--- src/rtl/core/mrpmht_pkg.sv ---
// ----------------------------------------------------------------------------
// mrpmht_pkg
// Shared types and constants of the multi-row prime-modulus hash table:
// operation codes, register indexes, field widths and register reset values.
// ----------------------------------------------------------------------------
package mrpmht_pkg;

    localparam int KEY_W       = 32;
    localparam int PAYLOAD_W   = 32;
    localparam int MOD_W       = 11;
    localparam int CFG_IDX_W   = 3;
    localparam int CFG_DATA_W  = 11;
    localparam int ROW_CNT_W   = 3;
    localparam int ROW_IDX_W   = 2;
    localparam int SLOT_IDX_W  = 10;
    localparam int OCC_W       = 13;
    localparam int NUM_MOD_REGS = 4;

    typedef logic [1:0]       func_t;
    typedef logic [MOD_W-1:0] mod_t;

    localparam func_t FUNC_GET = 2'd0;
    localparam func_t FUNC_PUT = 2'd1;
    localparam func_t FUNC_ADD = 2'd2;
    localparam func_t FUNC_DEL = 2'd3;

    localparam logic [CFG_IDX_W-1:0] REG_ROW_COUNT  = 3'd0;
    localparam logic [CFG_IDX_W-1:0] REG_MOD_ROW0   = 3'd1;
    localparam logic [CFG_IDX_W-1:0] REG_MOD_ROW3   = 3'd4;

    localparam logic [ROW_CNT_W-1:0] ROW_COUNT_RST = 3'd4;
    localparam mod_t MOD_ROW0_RST = 11'd1021;
    localparam mod_t MOD_ROW1_RST = 11'd1019;
    localparam mod_t MOD_ROW2_RST = 11'd1013;
    localparam mod_t MOD_ROW3_RST = 11'd1009;

    // handshake between the sequencer and the serial modulo unit
    typedef struct packed {
        logic done;
        mod_t remainder;
    } mod_result_t;

endpackage

--- src/rtl/core/mrpmht_mod.sv ---
// ----------------------------------------------------------------------------
// mrpmht_mod
// Serial 32-bit modulo by an 11-bit divisor, restoring, one dividend bit a
// cycle. The remainder is valid with the done pulse.
// ----------------------------------------------------------------------------
module mrpmht_mod (
    input  logic                     clk,
    input  logic                     rst_n,
    input  logic                     start,
    input  logic [mrpmht_pkg::KEY_W-1:0] dividend,
    input  mrpmht_pkg::mod_t         divisor,
    output mrpmht_pkg::mod_result_t  result
);

    localparam int STEP_W = $clog2(mrpmht_pkg::KEY_W);

    logic                         busy_reg;
    logic                         done_reg;
    logic [STEP_W-1:0]            step_reg;
    logic [mrpmht_pkg::KEY_W-1:0] shift_reg;
    mrpmht_pkg::mod_t             rem_reg;
    mrpmht_pkg::mod_t             div_reg;

    logic [mrpmht_pkg::MOD_W:0]   trial;
    logic [mrpmht_pkg::MOD_W:0]   diff;
    mrpmht_pkg::mod_t             rem_next;
    logic                         last_step;

    always_comb
    begin
        trial     = {rem_reg, shift_reg[mrpmht_pkg::KEY_W-1]};
        diff      = trial - {1'b0, div_reg};
        rem_next  = (trial >= {1'b0, div_reg}) ? diff[mrpmht_pkg::MOD_W-1:0]
                                               : trial[mrpmht_pkg::MOD_W-1:0];
        last_step = (step_reg == STEP_W'(mrpmht_pkg::KEY_W - 1));
    end

    always_ff @(posedge clk or negedge rst_n)
    begin
        if (!rst_n)
        begin
            busy_reg <= 1'b0;
            done_reg <= 1'b0;
            step_reg <= '0;
        end
        else
        begin
            done_reg <= 1'b0;
            if (start)
            begin
                busy_reg <= 1'b1;
                step_reg <= '0;
            end
            else if (busy_reg)
            begin
                step_reg <= step_reg + 1'b1;
                if (last_step)
                begin
                    busy_reg <= 1'b0;
                    done_reg <= 1'b1;
                end
            end
        end
    end

    always_ff @(posedge clk)
    begin
        if (start)
        begin
            shift_reg <= dividend;
            div_reg   <= divisor;
            rem_reg   <= '0;
        end
        else if (busy_reg)
        begin
            shift_reg <= {shift_reg[mrpmht_pkg::KEY_W-2:0], 1'b0};
            rem_reg   <= rem_next;
        end
    end

    assign result.done      = done_reg;
    assign result.remainder = rem_reg;

endmodule

--- config.mk ---
export PLATFORM = sky130hd
export DESIGN_NAME = mrpmht_mod
export DESIGN_NICKNAME = d
export VERILOG_FILES = /design/src/rtl/core/mrpmht_pkg.sv /design/src/rtl/core/mrpmht_mod.sv
export SDC_FILE = /design/constraint.sdc
export NUM_CORES = 1
export LEC_CHECK = 0
export BUFFER_PORTS_ARGS = -buffer_cell sky130_fd_sc_hd__buf_2
export CAP_MARGIN = 0
export CORE_MARGIN = 5
export CORE_UTILIZATION = 55
export DETAILED_ROUTE_END_ITERATION = 10
export GPL_TIMING_DRIVEN = 1
export HOLD_SLACK_MARGIN = 0.1
export PLACE_DENSITY_LB_ADDON = 0.05
export SYNTH_ARGS = -nofsm -noshare
export SYNTH_HDL_FRONTEND = slang
export SYNTH_SLANG_ARGS = --single-unit
--- constraint.sdc ---
create_clock -name clk -period 3 [get_ports clk]
set_input_delay 0.45 -clock clk [delete_from_list [all_inputs] [get_ports clk]]
set_output_delay 0.45 -clock clk [all_outputs]
set_load 0.1 [all_outputs]
Word-level counts from Yosys, hierarchy flattened --
Cells that the tools add are included.
Storage, ports and cells: register bits after elaboration 61, bits in latches 0, RAM bits 0, memory bits (read-only) 0, bits of input ports 46, output and inout bits 12, logic and storage cells 22, memories 0
Operators by class: add/subtract/negate cells 2, multiply operators 0, div/mod/pow operators 0, order comparisons 1, eq/ne operators 1, shift operators 0, multiplexer cells 11, bitwise logic cells 0, reductions and logical operators 1
Operators by type and width (number):
- $mux W32 | 2
- $ge A12 B11 Y1 | 1
- $mux W11 | 1
- $sub A11 B11 Y11 | 1
- $mux W5 | 2
- $mux W1 | 6
- $add A5 B1 Y5 const B | 1
- $eq A5 B5 Y1 const B | 1
- $reduce_bool A2 Y1 | 1

Depth between registers and ports, before layout --
depth in word-level cells 4, depth in mapped cells 10, mapped depth without buffers 9

Worst setup path after synthesis --
OpenSTA, ideal clock, no wires.
path kind register to register, from register rem_reg[0], to register rem_reg[6], library setup time 0.091 ns, data arrival time 2.900 ns, data required time 2.909 ns, path slack 0.009 ns, cell stages (with the launch flop) 9, path buffers 0, clock period less this slack 2.991 ns, cells stage by stage dfxtp_1 > inv_1 > fa_1 > nand2b_1 > a21oi_1 > o2111a_1 > nor2_1 > or3b_1 > a311oi_1
On the way: cells in the longest elaborated chain, start to end 2, elaborated cells on any way between the ends 3, those cells by class add/sub (1); order compare (1); mux (1)
Ends and longest elaborated chain:
- start, declared | line mrpmht_mod.sv:21 | mrpmht_pkg::mod_t rem_reg;
- start signal, assigned | line mrpmht_mod.sv:77 | rem_reg <= rem_next;
- $sub A11 B11 Y11 or $ge A12 B11 Y1 (tied branches) | line mrpmht_mod.sv:32, mrpmht_mod.sv:33
- $mux W11 * | line mrpmht_mod.sv:33 | rem_next = (trial >= {1'b0, div_reg}) ? diff[mrpmht_pkg::MOD_W-1:0]
Mark *: on every way between the ends. The rest lies on a longest branch, timed or not. A chain may end at the register's enable or synchronous reset.

Worst setup path after layout --
from register shift_reg[31] (netlist bit), to register rem_reg[6]
On the way: cells in the longest elaborated chain, start to end 2, elaborated cells on any way between the ends 3, those cells by class add/sub (1); order compare (1); mux (1)
Ends and longest elaborated chain:
- start, declared | line mrpmht_mod.sv:20 | logic [mrpmht_pkg::KEY_W-1:0] shift_reg;
- start signal, assigned | line mrpmht_mod.sv:70 | shift_reg <= dividend;
- start signal, assigned | line mrpmht_mod.sv:76 | shift_reg <= {shift_reg[mrpmht_pkg::KEY_W-2:0], 1'b0};
- $sub A11 B11 Y11 or $ge A12 B11 Y1 (tied branches) | line mrpmht_mod.sv:32, mrpmht_mod.sv:33
- $mux W11 * | line mrpmht_mod.sv:33
Marked as above.

==> summary.txt <==
worst min path class: in2reg
post-synthesis cell count: 254
Starting Density: 56.47%
Post-DP HPWL: 4.208 mm
CP Capture Type: flop
post-synth top area cell: edfxtp_1
initial antenna violation count: 0
clk sinks: 61
Slew Limit Fails: 0
CTS Buffer Depth: 2
largest net degree at the start of global routing: 35
Crit Path Max Fanout: 4
Post-Route WL: 5.932 mm
Synth top area share: 41.78%
startpoint types: flop
Clock Latency Late Sink: 0.33 ns
fin crit share: 83.85%
Synth area leaders: edfxtp_1 (42%), mux2_2 (12%), dfxtp_1 (7.1%)
worst setup path end: rem_reg[6]$_SDFFE_PP0P_
Syn Std Cell Area: 0.003090 mm^2
grt ovf: 0
CP Class: reg2reg
Synth warnings: 0
ys flop type: edfxtp_1
Slowest Stage Delay on Critical Path: 0.42 ns
reg2reg end: rem_reg[6]$_SDFFE_PP0P_
final cell utilization of the core: 66.53%
placed cell count: 375
Worst slew margin: 65.19%
via count: 2114
status: finished, final reports clean
r2r worst-path depth: 9
share of post-route cells with drive strength above 1: 34.69%
R2R Setup Slk: 0.48 ns
Max VDD drop: 0.0005483 V
number of H-tree levels: 3
core footprint: 0.005473 mm^2
RSZ-0062 raised after global routing: no
mean area per synthesized cell: 12.17 um^2
antenna-violating nets left: 0
All-Layer GR Usage: 17.52%
global-route wire length before repair: 9.846 mm
fin nets: 375
Crit. Startpoint: shift_reg[31]$_DFFE_PP_
Lkg Pwr: 1.624 nW
Worst path slowest cell: fa_1
DRC viols: 0
Die Height: 84.96 um
Seq cells post-synth: 61
ANT cells: 0
CP arrival: 2.77 ns
vias per cell: 5.393
CTS buffer count: 9
I/O Buffers: 57
WL per Instance: 15.13 um
CTS tree: built
max reg flops: 32
vias in the first global route: 2126
CTS root buf: clkbuf_8
Finish-stage setup viols: 0
Non-Filler Instances: 392
number of synthesized flops with an enable pin: 43
Worst EP required: 3.25 ns
1st-pass router iterations: 4
final hold violation count: 0
post-layout min period: 2.515 ns
IO Count: 58
clk slew on worst S/H paths: 0.07 ns
Pwr Density: 823.9 mW/mm^2
Total Power: 3.000 mW
die area: 0.007218 mm^2
reg2reg start: shift_reg[31]$_DFFE_PP_
TNS Setup: 0 ns
Die Width: 84.96 um
worst slew pin tran: 0.5203 ns
drt first-iter violations: 77
Yosys cell types: 50
sequential area share after synthesis: 54.57%
Max-Cap Viols: 0
# rows: 27
Worst Hold Slack: 0.2867 ns
GPL Wtd Cong: 0.8633
f_max: 397.5 MHz
CP Cell Sequence: inv_1, ha_1, fa_1, nand2b_1, a21oi_1, o2111a_1, nor2_1, or3b_1, a311oi_1
async set-reset flop share out of synthesis: 11.48%
Area growth syn-to-layout: 17.81%
Post-Syn Nets: 314
skew final: 0.005348 ns
-- cells in the final DEF (no fill, tap or decap), types with 2 or more instances in the layout --
master and instances:
mux2i_1 8, clkbuf_8 9, nand2_1 12, xor2_1 3, and3_1 3, buf_2 57, ha_1 13, xnor2_1 3
dfxtp_1 11, nor2_1 27, nor2b_1 3, inv_1 16, o31ai_1 2, nand3b_1 2, a211oi_1 2, a311oi_1 2
a21oi_1 8, o21a_1 2, edfxtp_1 43, buf_4 2, mux2_2 32, o211ai_1 2, a21o_1 3, nor3_1 3
o21ai_0 11, nand2b_1 2, clkinv_2 4, a211o_1 2, dfrtp_1 7
-- layout make-up --
type,instances,area (um^2)
multi-input combinational,166,1284
tap,72,90.09
inverter,16,60.06
clock buffer,9,123.9
clock inverter,7,66.31
sequential,61,1687
timing repair buffer,61,330.3
fill,454,1832
-- report_power, final --
part	switching (mW)	internal (mW)	leakage, nW	total (mW)
combinational	0.801	0.394	0.896	1.20
clock	0.328	0.379	0.0987	0.707
sequential	0.0732	1.02	0.629	1.10
total	1.20	1.80	1.62	3.00
-- worst min path at each step --
stage / start / endpoint / slack (ns) / depth (start not counted)
6_report: divisor[5] / div_reg[5]$_DFFE_PP_ / 0.29 / 1
3_3_place_gp: rst_n / step_reg[1]$_DFFE_PN0P_ / 0.29 / 1
2_1_floorplan: rst_n / busy_reg$_DFF_PN0_ / 0.15 / 0
3_5_place_dp: rst_n / step_reg[3]$_DFFE_PN0P_ / 0.30 / 1
5_1_grt: divisor[5] / div_reg[5]$_DFFE_PP_ / 0.26 / 1
4_1_cts: divisor[5] / div_reg[5]$_DFFE_PP_ / 0.27 / 1
-- critical path, delay by kind of cell, from the launching register on --
| kind | cells | cell delay [ns] |
|---|---|---|
| compound gates | 3 | 0.76 |
| fa+ha+maj | 2 | 0.64 |
| buf+inv | 1 | 0.05 |
| flops | 1 | 0.32 |
| simple gates | 3 | 0.67 |
-- synth_stat cells (2+ instances only) --
cell type	n
and3_1	3
ha_1	13
o21ai_0	11
a311oi_1	2
dfrtp_1	7
o21a_1	2
nor3_1	3
clkbuf_1	6
xor2_1	3
a21oi_1	8
dfxtp_1	11
o31ai_1	2
nor2b_1	3
o211ai_1	2
buf_6	2
nand3b_1	2
a211o_1	2
nor2_1	27
a211oi_1	2
mux2_2	32
nand2_1	12
a21o_1	3
edfxtp_1	43
nand2b_1	2
inv_1	16
mux2i_1	8
buf_1	2
xnor2_1	3
-- stage by stage --
stage,setup WS [ns],area (um^2)
6_report,0.4846,3641
3_5_place_dp,0.5425,3441
5_1_grt,0.3215,3641
2_1_floorplan,0.009002,3090
3_3_place_gp,0.6018,3441
4_1_cts,0.4896,3641
-- cell families (layout without fill, tap and decap cells) --
| logic type | after synthesis | in the layout | synth area share (%) |
|---|---|---|---|
| adder cells (fa/ha/maj) | 14 | 14 | 5.911 |
| AO/OA/AOI/OAI | 43 | 43 | 9.474 |
| AND/OR/NAND/NOR | 63 | 63 | 10.20 |
| XOR/XNOR | 6 | 6 | 1.701 |
| buffers and inverters | 27 | 93 | 3.887 |
| flip-flops | 61 | 61 | 54.57 |
| multiplexers | 40 | 40 | 14.25 |
-- routing by layer --
metal,up-vias,global-route usage (%),wire length [um]
met5,-,0,0
met4,0,8.058,127
met3,11,6.019,421
met2,58,28.25,2860
met1,992,21.10,2522
li1,1053,-,-
-- timing repair --
| action | 4_1_cts | 5_1_grt |
|---|---|---|
| hold buffers | 1 | 0 |
| endpoints found under the hold margin | 7 | 0 |
| setup buffers | 0 | 0 |
| resized for setup | 0 | 0 |
Power figures use the tool's default switching activity.
